### src/hdl/assert_macros.svh
// ----------------------------------------------------------------------------
// Assertion macros
// Shared concurrent assertion forms, clocked and disabled during reset.
// ----------------------------------------------------------------------------
`ifndef ASSERT_MACROS_SVH
`define ASSERT_MACROS_SVH

// same-cycle implication
`define GSS_ASSERT_IMP(lbl, clk, rst_n, ante, cons) \
    lbl: assert property (@(posedge clk) disable iff (!rst_n) (ante) |-> (cons)) \
        else $error("assertion failed: same-cycle implication");

// next-cycle implication
`define GSS_ASSERT_NEXT(lbl, clk, rst_n, ante, cons) \
    lbl: assert property (@(posedge clk) disable iff (!rst_n) (ante) |=> (cons)) \
        else $error("assertion failed: next-cycle implication");

`endif

### src/hdl/gss_pkg.sv
// ----------------------------------------------------------------------------
// gss_pkg
// Types and codes shared by the stencil solver controller and datapath.
// ----------------------------------------------------------------------------
package gss_pkg;

    localparam int CFG_AW = 3;
    localparam int CFG_DW = 23;

    typedef struct packed {
        logic [1:0]         req_type;
        logic [11:0]        cell_index;
        logic signed [23:0] noise_sample;
    } t_in_item;

    typedef struct packed {
        logic [16:0] density;
        logic [12:0] sweeps_used;
        logic        converged;
        logic [23:0] last_change;
    } t_out_item;

    typedef enum logic [1:0] {
        REQ_LOAD  = 2'd0,
        REQ_SOLVE = 2'd1,
        REQ_READ  = 2'd2,
        REQ_NONE  = 2'd3
    } t_req;

    typedef enum logic [2:0] {
        CFG_COEF_UP     = 3'd0,
        CFG_COEF_DOWN   = 3'd1,
        CFG_COEF_RIGHT  = 3'd2,
        CFG_COEF_LEFT   = 3'd3,
        CFG_NOISE_MIX   = 3'd4,
        CFG_GRID_WIDTH  = 3'd5,
        CFG_GRID_HEIGHT = 3'd6,
        CFG_TOLERANCE   = 3'd7
    } t_cfg_reg;

    typedef enum logic [1:0] {
        NB_UP    = 2'd0,
        NB_LEFT  = 2'd1,
        NB_RIGHT = 2'd2,
        NB_DOWN  = 2'd3
    } t_nbr;

    typedef enum logic [3:0] {
        OP_NONE        = 4'd0,
        OP_SUM_CLR     = 4'd1,
        OP_NMUL        = 4'd2,
        OP_NACC        = 4'd3,
        OP_CLAT        = 4'd4,
        OP_M1          = 4'd5,
        OP_M2          = 4'd6,
        OP_M3          = 4'd7,
        OP_WB          = 4'd8,
        OP_SWEEP_START = 4'd9,
        OP_OUT_READ    = 4'd10,
        OP_OUT_SOLVE   = 4'd11
    } t_dp_op;

    typedef struct packed {
        t_dp_op      op;
        t_nbr        nbr;
        logic        nbr_present;
        logic        cell_we;
        logic        cell_wzero;
        logic        noise_we;
        logic        read_oob;
        logic        converged;
        logic [12:0] sweeps;
    } t_dp_cmd;

    typedef struct packed {
        logic       out_free;
        logic       sweep_conv;
        logic [6:0] grid_width;
        logic [6:0] grid_height;
    } t_dp_sts;

endpackage

### src/hdl/gss_ctrl.sv
// ----------------------------------------------------------------------------
// gss_ctrl
// Sequencer: request decode, clear passes, per-cell stencil steps, sweep loop.
// ----------------------------------------------------------------------------
`include "assert_macros.svh"

module gss_ctrl #(
    parameter int MAX_COLUMNS = 64,
    parameter int MAX_ROWS    = 64,
    parameter int MAX_SWEEPS  = 4096
) (
    input  logic                                  i_clk,
    input  logic                                  i_rst_n,
    input  logic                                  i_in_valid,
    input  gss_pkg::t_in_item                     i_in,
    output logic                                  o_in_ready,
    input  gss_pkg::t_dp_sts                      i_sts,
    output gss_pkg::t_dp_cmd                      o_cmd,
    output logic [$clog2(MAX_COLUMNS*MAX_ROWS)-1:0] o_cell_waddr,
    output logic [$clog2(MAX_COLUMNS*MAX_ROWS)-1:0] o_cell_raddr,
    output logic [$clog2(MAX_COLUMNS*MAX_ROWS)-1:0] o_noise_addr
);

    localparam int DEPTH = MAX_COLUMNS * MAX_ROWS;
    localparam int AW    = $clog2(DEPTH);
    localparam int CW    = $clog2(MAX_COLUMNS + 1);
    localparam int RW    = $clog2(MAX_ROWS + 1);
    localparam int SW    = $clog2(MAX_SWEEPS + 1);

    typedef enum logic [15:0] {
        S_INIT   = 16'h0001,
        S_IDLE   = 16'h0002,
        S_RDWAIT = 16'h0004,
        S_RDOUT  = 16'h0008,
        S_CLR    = 16'h0010,
        S_NADDR  = 16'h0020,
        S_NMUL   = 16'h0040,
        S_NACC   = 16'h0080,
        S_CADDR  = 16'h0100,
        S_CLAT   = 16'h0200,
        S_M1     = 16'h0400,
        S_M2     = 16'h0800,
        S_M3     = 16'h1000,
        S_WB     = 16'h2000,
        S_CHK    = 16'h4000,
        S_SOUT   = 16'h8000
    } t_state;

    t_state          r_state, n_state;
    logic [AW-1:0]   r_idx, n_idx;
    logic [RW-1:0]   r_row, n_row;
    logic [CW-1:0]   r_col, n_col;
    gss_pkg::t_nbr   r_nbr, n_nbr;
    logic [SW-1:0]   r_sweeps, n_sweeps;
    logic            r_conv, n_conv;
    logic [AW-1:0]   r_ridx, n_ridx;
    logic            r_roob, n_roob;

    logic [CW-1:0]   eff_cols;
    logic [RW-1:0]   eff_rows;
    logic            col_last, row_last, in_range, nbr_present;
    logic [AW-1:0]   nbr_addr;
    logic [SW-1:0]   sweeps_inc;

    // effective grid size: zero acts as one, oversize acts as the maximum
    always_comb begin
        if (i_sts.grid_width == 7'd0) begin
            eff_cols = CW'(1);
        end else if (32'(i_sts.grid_width) > 32'(MAX_COLUMNS)) begin
            eff_cols = CW'(MAX_COLUMNS);
        end else begin
            eff_cols = CW'(i_sts.grid_width);
        end
        if (i_sts.grid_height == 7'd0) begin
            eff_rows = RW'(1);
        end else if (32'(i_sts.grid_height) > 32'(MAX_ROWS)) begin
            eff_rows = RW'(MAX_ROWS);
        end else begin
            eff_rows = RW'(i_sts.grid_height);
        end
    end

    assign col_last   = (CW'(r_col + 1'b1) == eff_cols);
    assign row_last   = (RW'(r_row + 1'b1) == eff_rows);
    assign in_range   = (32'(i_in.cell_index) < 32'(DEPTH));
    assign sweeps_inc = SW'(r_sweeps + 1'b1);

    always_comb begin
        case (r_nbr)
            gss_pkg::NB_UP: begin
                nbr_present = (r_row != '0);
                nbr_addr    = AW'(r_idx - AW'(eff_cols));
            end
            gss_pkg::NB_LEFT: begin
                nbr_present = (r_col != '0);
                nbr_addr    = AW'(r_idx - 1'b1);
            end
            gss_pkg::NB_RIGHT: begin
                nbr_present = !col_last;
                nbr_addr    = AW'(r_idx + 1'b1);
            end
            default: begin
                nbr_present = !row_last;
                nbr_addr    = AW'(r_idx + AW'(eff_cols));
            end
        endcase
    end

    always_comb begin
        n_state      = r_state;
        n_idx        = r_idx;
        n_row        = r_row;
        n_col        = r_col;
        n_nbr        = r_nbr;
        n_sweeps     = r_sweeps;
        n_conv       = r_conv;
        n_ridx       = r_ridx;
        n_roob       = r_roob;
        o_cmd        = '0;
        o_cmd.op     = gss_pkg::OP_NONE;
        o_cmd.nbr    = r_nbr;
        o_cell_raddr = r_idx;
        o_noise_addr = r_idx;
        o_in_ready   = 1'b0;

        unique case (r_state)
            S_INIT: begin
                o_cmd.cell_we    = 1'b1;
                o_cmd.cell_wzero = 1'b1;
                n_idx            = AW'(r_idx + 1'b1);
                if (r_idx == AW'(DEPTH - 1)) begin
                    n_idx   = '0;
                    n_state = S_IDLE;
                end
            end
            S_IDLE: begin
                o_in_ready   = 1'b1;
                o_noise_addr = AW'(i_in.cell_index);
                if (i_in_valid) begin
                    case (gss_pkg::t_req'(i_in.req_type))
                        gss_pkg::REQ_LOAD: begin
                            o_cmd.noise_we = in_range;
                        end
                        gss_pkg::REQ_SOLVE: begin
                            n_idx   = '0;
                            n_row   = '0;
                            n_col   = '0;
                            n_state = S_CLR;
                        end
                        gss_pkg::REQ_READ: begin
                            n_ridx  = AW'(i_in.cell_index);
                            n_roob  = !in_range;
                            n_state = S_RDWAIT;
                        end
                        default: ;
                    endcase
                end
            end
            S_RDWAIT: begin
                o_cell_raddr = r_ridx;
                n_state      = S_RDOUT;
            end
            S_RDOUT: begin
                o_cell_raddr = r_ridx;
                if (i_sts.out_free) begin
                    o_cmd.op       = gss_pkg::OP_OUT_READ;
                    o_cmd.read_oob = r_roob;
                    n_state        = S_IDLE;
                end
            end
            S_CLR: begin
                o_cmd.cell_we    = 1'b1;
                o_cmd.cell_wzero = 1'b1;
                n_idx            = AW'(r_idx + 1'b1);
                if (col_last) begin
                    n_col = '0;
                    n_row = RW'(r_row + 1'b1);
                end else begin
                    n_col = CW'(r_col + 1'b1);
                end
                if (col_last && row_last) begin
                    n_idx    = '0;
                    n_row    = '0;
                    n_col    = '0;
                    n_nbr    = gss_pkg::NB_UP;
                    n_sweeps = '0;
                    o_cmd.op = gss_pkg::OP_SWEEP_START;
                    n_state  = S_NADDR;
                end
            end
            S_NADDR: begin
                o_cell_raddr = nbr_addr;
                if (r_nbr == gss_pkg::NB_UP) begin
                    o_cmd.op = gss_pkg::OP_SUM_CLR;
                end
                n_state = S_NMUL;
            end
            S_NMUL: begin
                o_cmd.op          = gss_pkg::OP_NMUL;
                o_cmd.nbr_present = nbr_present;
                n_state           = S_NACC;
            end
            S_NACC: begin
                o_cmd.op = gss_pkg::OP_NACC;
                if (r_nbr == gss_pkg::NB_DOWN) begin
                    n_nbr   = gss_pkg::NB_UP;
                    n_state = S_CADDR;
                end else begin
                    n_nbr   = gss_pkg::t_nbr'(r_nbr + 2'd1);
                    n_state = S_NADDR;
                end
            end
            S_CADDR: begin
                n_state = S_CLAT;
            end
            S_CLAT: begin
                o_cmd.op = gss_pkg::OP_CLAT;
                n_state  = S_M1;
            end
            S_M1: begin
                o_cmd.op = gss_pkg::OP_M1;
                n_state  = S_M2;
            end
            S_M2: begin
                o_cmd.op = gss_pkg::OP_M2;
                n_state  = S_M3;
            end
            S_M3: begin
                o_cmd.op = gss_pkg::OP_M3;
                n_state  = S_WB;
            end
            S_WB: begin
                o_cmd.op      = gss_pkg::OP_WB;
                o_cmd.cell_we = 1'b1;
                n_idx         = AW'(r_idx + 1'b1);
                n_state       = S_NADDR;
                if (col_last) begin
                    n_col = '0;
                    n_row = RW'(r_row + 1'b1);
                end else begin
                    n_col = CW'(r_col + 1'b1);
                end
                if (col_last && row_last) begin
                    n_idx   = '0;
                    n_row   = '0;
                    n_col   = '0;
                    n_state = S_CHK;
                end
            end
            S_CHK: begin
                n_sweeps = sweeps_inc;
                if (i_sts.sweep_conv) begin
                    n_conv  = 1'b1;
                    n_state = S_SOUT;
                end else if (sweeps_inc == SW'(MAX_SWEEPS)) begin
                    n_conv  = 1'b0;
                    n_state = S_SOUT;
                end else begin
                    o_cmd.op = gss_pkg::OP_SWEEP_START;
                    n_state  = S_NADDR;
                end
            end
            S_SOUT: begin
                if (i_sts.out_free) begin
                    o_cmd.op        = gss_pkg::OP_OUT_SOLVE;
                    o_cmd.sweeps    = 13'(r_sweeps);
                    o_cmd.converged = r_conv;
                    n_state         = S_IDLE;
                end
            end
            default: begin
                n_state = S_IDLE;
            end
        endcase
    end

    assign o_cell_waddr = r_idx;

    always_ff @(posedge i_clk) begin
        if (!i_rst_n) begin
            r_state  <= S_INIT;
            r_idx    <= '0;
            r_row    <= '0;
            r_col    <= '0;
            r_nbr    <= gss_pkg::NB_UP;
            r_sweeps <= '0;
            r_conv   <= 1'b0;
            r_ridx   <= '0;
            r_roob   <= 1'b0;
        end else begin
            r_state  <= n_state;
            r_idx    <= n_idx;
            r_row    <= n_row;
            r_col    <= n_col;
            r_nbr    <= n_nbr;
            r_sweeps <= n_sweeps;
            r_conv   <= n_conv;
            r_ridx   <= n_ridx;
            r_roob   <= n_roob;
        end
    end

    `GSS_ASSERT_IMP(a_out_load_free, i_clk, i_rst_n, (o_cmd.op == gss_pkg::OP_OUT_READ) || (o_cmd.op == gss_pkg::OP_OUT_SOLVE), i_sts.out_free)
    `GSS_ASSERT_IMP(a_sweep_bound, i_clk, i_rst_n, 1'b1, 32'(r_sweeps) <= 32'(MAX_SWEEPS))
    `GSS_ASSERT_NEXT(a_wb_follow, i_clk, i_rst_n, r_state == S_WB, (r_state == S_NADDR) || (r_state == S_CHK))

endmodule

### config.mk
export PLATFORM = sky130hd
export DESIGN_NAME = gss_ctrl
export DESIGN_NICKNAME = d
export VERILOG_FILES = /design/src/hdl/gss_pkg.sv /design/src/hdl/gss_ctrl.sv
export VERILOG_INCLUDE_DIRS = /design/src /design/src/hdl
export SDC_FILE = /design/constraint.sdc
export NUM_CORES = 1
export LEC_CHECK = 0
export ABC_AREA = 1
export BUFFER_PORTS_ARGS = -buffer_cell sky130_fd_sc_hd__buf_2
export CAP_MARGIN = 20
export CORE_MARGIN = 1
export CORE_UTILIZATION = 41
export DETAILED_ROUTE_END_ITERATION = 12
export SLEW_MARGIN = 20
export SYNTH_ARGS = -nofsm -noshare
export SYNTH_HDL_FRONTEND = slang
export SYNTH_SLANG_ARGS = --single-unit
### constraint.sdc
create_clock -name i_clk -period 8.3 [get_ports i_clk]
set_input_delay 1.66 -clock i_clk [delete_from_list [all_inputs] [get_ports i_clk]]
set_output_delay 1.66 -clock i_clk [all_outputs]
set_load 0.02 [all_outputs]
# Yosys cells after proc, flatten, opt, wreduce, memory -nomap -nowiden
# Index checks and enable logic that the tools add are counted.
[totals] register_bits=70 in_bits=57 output_inout_bits=62 elab_cells=131
[classes] n_addsub=8 order_cmp=2 n_eq_ne=32 muxes=54 n_reduce_logical=27
[ops] cell="$pmux W16 S15" count=1
[ops] cell="$mux W16" count=6
[ops] cell="$pmux W12 S3" count=2
[ops] cell="$mux W7" count=10
[ops] cell="$mux W12" count=5
[ops] cell="$pmux W4 S12" count=1
[ops] cell="$pmux W16 S2" count=1
[ops] cell="$mux W14" count=2
[ops] cell="$pmux W7 S2" count=2
[ops] cell="$pmux W13 S2" count=1
[ops] cell="$pmux W12 S2" count=1
[ops] cell="$mux W4" count=5
[ops] cell="$eq A16 B1 Y1 const B" count=1
[ops] cell="$eq A16 B10 Y1 const B" count=1
[ops] cell="$eq A16 B11 Y1 const B" count=1
[ops] cell="$eq A16 B12 Y1 const B" count=1
[ops] cell="$eq A16 B13 Y1 const B" count=1
[ops] cell="$eq A16 B14 Y1 const B" count=1
[ops] cell="$eq A16 B15 Y1 const B" count=1
[ops] cell="$eq A16 B16 Y1 const B" count=1
[ops] cell="$eq A16 B2 Y1 const B" count=1
[ops] cell="$eq A16 B3 Y1 const B" count=1
[ops] cell="$eq A16 B4 Y1 const B" count=1
[ops] cell="$eq A16 B5 Y1 const B" count=1
[ops] cell="other kinds (40)" count=74

# Longest topological paths before layout
[depth] depth_word=7 mapped_depth=21 depth_no_buf=21

# Worst setup path before layout
# Ideal clock, no wire load.
[synth_timing] path_kind="input -> output" from="in i_sts[7] (netlist bit)" to="out o_cell_raddr[9]" arrival_ps=4181 required_ps=6640 slack_ps=2459 path_stages=19 n_path_buf=0 path_cell_list="nor2_1 nand3_1 nand2_2 nand2_1 ha_1 nand3_1 inv_1 o22ai_1 o31ai_1 ha_1 nand2_1 o21ai_0 nor2_1 o21ai_0 nand2_1 a21o_1 nand2_1 nor2_1 o21bai_1"
[synth_between] elab_chain_len=6 elab_cells_between_ends=8 classes_between="2 x add/sub; 1 x order compare; 4 x mux; 1 x reduce/logical"
[synth_rtl] element="start: declaration" line="gss_ctrl.sv:17" text="input gss_pkg::t_dp_sts i_sts,"
[synth_rtl] element="$gt A7 B7 Y1" line="gss_ctrl.sv:69" text="end else if (32'(i_sts.grid_width) > 32'(MAX_COLUMNS)) begin"
[synth_rtl] element="$mux W7" line="gss_ctrl.sv:69"
[synth_rtl] element="$mux W7 (*)" line="gss_ctrl.sv:67" text="if (i_sts.grid_width == 7'd0) begin"
[synth_rtl] element="$add A12 B7 Y12 or $sub A12 B7 Y12 (tied branches)" line="gss_ctrl.sv:104, gss_ctrl.sv:92"
[synth_rtl] element="$pmux W12 S3 (*)" line="gss_ctrl.sv:89" text="case (r_nbr)"
[synth_rtl] element="$pmux W12 S2 (*)" line="gss_ctrl.sv:126" text="unique case (r_state)"
[synth_rtl] element="end: declaration" line="gss_ctrl.sv:20" text="output logic [$clog2(MAX_COLUMNS*MAX_ROWS)-1:0] o_cell_raddr,"
# Mark *: on every way between the ends. The rest lies on a longest branch, timed or not.

# Worst setup path in the final report
[layout_timing] from="in i_sts[13] (netlist bit)" to="out o_cell_raddr[11]"
# The elaborated chain is that of the path after synthesis.

==> flow_summary_export.csv <==
group,metric,value,unit
power_and_ir_drop,peakVddDrop,0.210,mV
timing,post-route-period-util,80.1,%
power_and_ir_drop,p_switching,969,uW
synth,synthTopCellsByArea,"dfxtp_1, nand2_1, nand3_1",
place,dp_hpwl,13500,um
finish,area_growth,14.1,%
clock_network,cts_tree,"yes",
setup_path,cp-end-kind,"primary output",
global_route,grt_max_degree,37,
synth,synth_largest_area_cell,"dfxtp_1",
setup_path,crit_fanout,6,
clock_network,post_cts_resized,0,
synth,synth_common_cells,"nand2_1, inv_1, nor2_1",
clock_network,cts.clk_slew.worst_paths,0.06,ns
finish,n_antenna_cell,0,
die,ios,119,
synth,synth_most_common_cell,"nand2_1",
synth,ys_seq_area_share,23.3,%
power_and_ir_drop,p_per_area,284,nW/um2
clock_network,htreeDepth,3,
setup_path,cp.arrival,4.99,ns
power_and_ir_drop,swShare,49.7,%
drt,drt-total-wl,17700,um
drt,routedWlPerCell,14.1,um
clock_network,cts_hold_repair.buffers,0,
timing,max_freq,0.150,GHz
timing,fin_skew,0.0117,ns
global_route,grt_pass1_wl,29000,um
synth,syn-cell-area,6010,um2
die,die_w,123,um
synth,syn_area_per_cell,6.03,um2
clock_network,post-cts-setup-buffers,0,
global_route,grt_pass1_vias,5824,
setup_path,cp.required,6.64,ns
synth,ys_async_sr_fraction,0,%
synth,synth_top_area_share,23.3,%
synth,ys_ff_latch,70,
synth,synth_edf_count,0,
global_route,antenna_found_initial,0,
die,initial_core_util,42.6,%
timing,min_period,6.65,ns
drt,dr.pass1.iters,4,
outcome,outcome,"completed",
clock_network,clock_path_buffers,2,
place,numPortBuffers,93,
place,routabilityCongestion,0.915,
global_route,grt_usage,24.7,%
global_route,grt_overflow,0,
timing,finalSetupViolations,0,
timing,rsz0062_at_grt,"false",
drt,dr_total_vias,6529,
timing,worst_pin_slew,0.972,ns
setup_path,cp-start-kind,"primary input",
synth,synth_warnings,0,
synth,dominantRegCellSynth,"dfxtp_1",
power_and_ir_drop,seqPwrFrac,24.1,%
timing,fin_setup_tns,0,ns
setup_path,crit_type,"in -> out",
min_path,min_path_type,"reg -> reg",
synth,syn-num-nets,1079,
clock_network,cts_sinks,70,
power_and_ir_drop,p_int,979,uW
timing,slew_headroom,35.2,%
die,dieHeight,123,um
synth,syn_inst,996,
finish,n_fill_cell,1589,
die,num_rows,43,
timing,timing.hold.ws,0.467,ns
timing,drv_slew,0,
power_and_ir_drop,p_comb_share,56.4,%
clock_network,numCtsBuffers,9,
power_and_ir_drop,clockPowerShare,19.5,%
finish,final_area,6850,um2
synth,ys_types,50,
die,dieArea,15100,um2
clock_network,clkLatencyLatePin,0.35,ns
drt,drcViolationCount,0,
drt,viasPerCell,5.19,
timing,final_hold_viol_count,0,
drt,final_antenna_net_count,0,
power_and_ir_drop,leakage,3.34,nW
finish,drive_gt1_share,15.4,%
run,cap_violations,0,
drt,drt_iter0_drc,318,
place,place_area,6580,um2
die,core_region_area,14100,um2
clock_network,cts_root_buf,"clkbuf_16",
finish,fin_nets,1159,
[power groups by stage]
stage               clock [mW]  combinational [mW]  sequential (mW)
floorplan                    0               0.795            0.477
global placement             0                1.10            0.478
detailed placement           0                1.10            0.474
CTS                      0.387                1.10            0.468
global route             0.398                1.23            0.476
finish                   0.380                1.10            0.469
[layout make-up]
cell class / count / area (um2) / share of cell area, %
Clock buffer: 12 / 236 / 3.45
Inverter: 149 / 562 / 8.20
Timing Repair Buffer: 95 / 480 / 7.01
Clock inverter: 2 / 35.0 / 0.511
Sequential cell: 70 / 1400 / 20.4
Multi-Input combinational cell: 751 / 3910 / 57.1
Tap cell: 180 / 225 / 3.29
[final timing paths]
path	depth (start not counted)	endpoint	startpoint	slack (ns)
max	23	o_cell_raddr[11]	i_sts[13]	1.65
min	2	r_conv	r_conv	0.47
max reg2reg	10	r_sweeps[5]	r_col[0]	5.73
min reg2reg	2	r_conv	r_conv	0.47
[critical path: stages]
cell,delay [ns]
buf_2,0.15
inv_2,0.12
nand2_2,0.08
o21ai_2,0.16
nand2_1,0.12
ha_1,0.25
nand3_1,0.12
inv_1,0.07
o22ai_1,0.10
o31ai_1,0.10
ha_1,0.36
nand2_1,0.08
o21ai_0,0.15
nor2_1,0.09
o21ai_0,0.32
nand2_1,0.14
o21ai_0,0.36
nor2_1,0.08
nor2_1,0.09
nand2_1,0.07
nand2_1,0.08
nand2_1,0.06
buf_2,0.16
[routing by layer]
| layer | up-vias | track usage (%) | part of all wire (%) |
|---|---|---|---|
| li1 | 3392 | - | - |
| met4 | 0 | 8.66 | 1.9 |
| met2 | 155 | 41.8 | 47 |
| met1 | 2957 | 31.8 | 47 |
| met3 | 25 | 3.83 | 4.0 |
| met5 | - | 0 | 0 |
[sequential cells by signal, summed over array words and instances (netlist names)]
signal	cells
r_sweeps	13
r_ridx	12
r_conv	1
r_nbr	2
r_state	16
r_row	7
o_cell_waddr	12
r_col	7
[cells in the final DEF (no fill, tap or decap), drive strengths merged, types with 7 or more instances in the layout]
master and instances:
nor2 143, nor3 22, buf 95, nand4 17, dfxtp 70, o21ai 66, xor2 18, o211ai 7
a21oi 46, ha 25, clkbuf 12, nand3 119, inv 147, nand2 244
[metrics by stage]
| step | total power, mW | setup slack, ns | std cells | utilization (%) |
|---|---|---|---|---|
| after floorplan | 1.27 | 2.46 | 996 | - |
| after global placement | 1.57 | 1.62 | 1245 | 46.7 |
| after detailed placement | 1.57 | 1.60 | 1245 | 46.7 |
| after CTS | 1.96 | 1.60 | 1259 | 48.6 |
| after global routing | 2.11 | 1.28 | 1259 | 48.6 |
| final | 1.95 | 1.65 | 1259 | 48.6 |
[cell families (layout without fill, tap and decap cells)]
kind of cell	count (synthesis)	after routing	share of synthesized area (%)
xor+xnor	20	20	2.92
simple gates	560	560	43.0
buf+inv	175	258	11.7
compound gates	144	144	13.5
flops	70	70	23.3
fa+ha+maj	26	26	5.54
other cells	1	1	0.0624
Note: power is estimated with default switching activity, not from simulation.
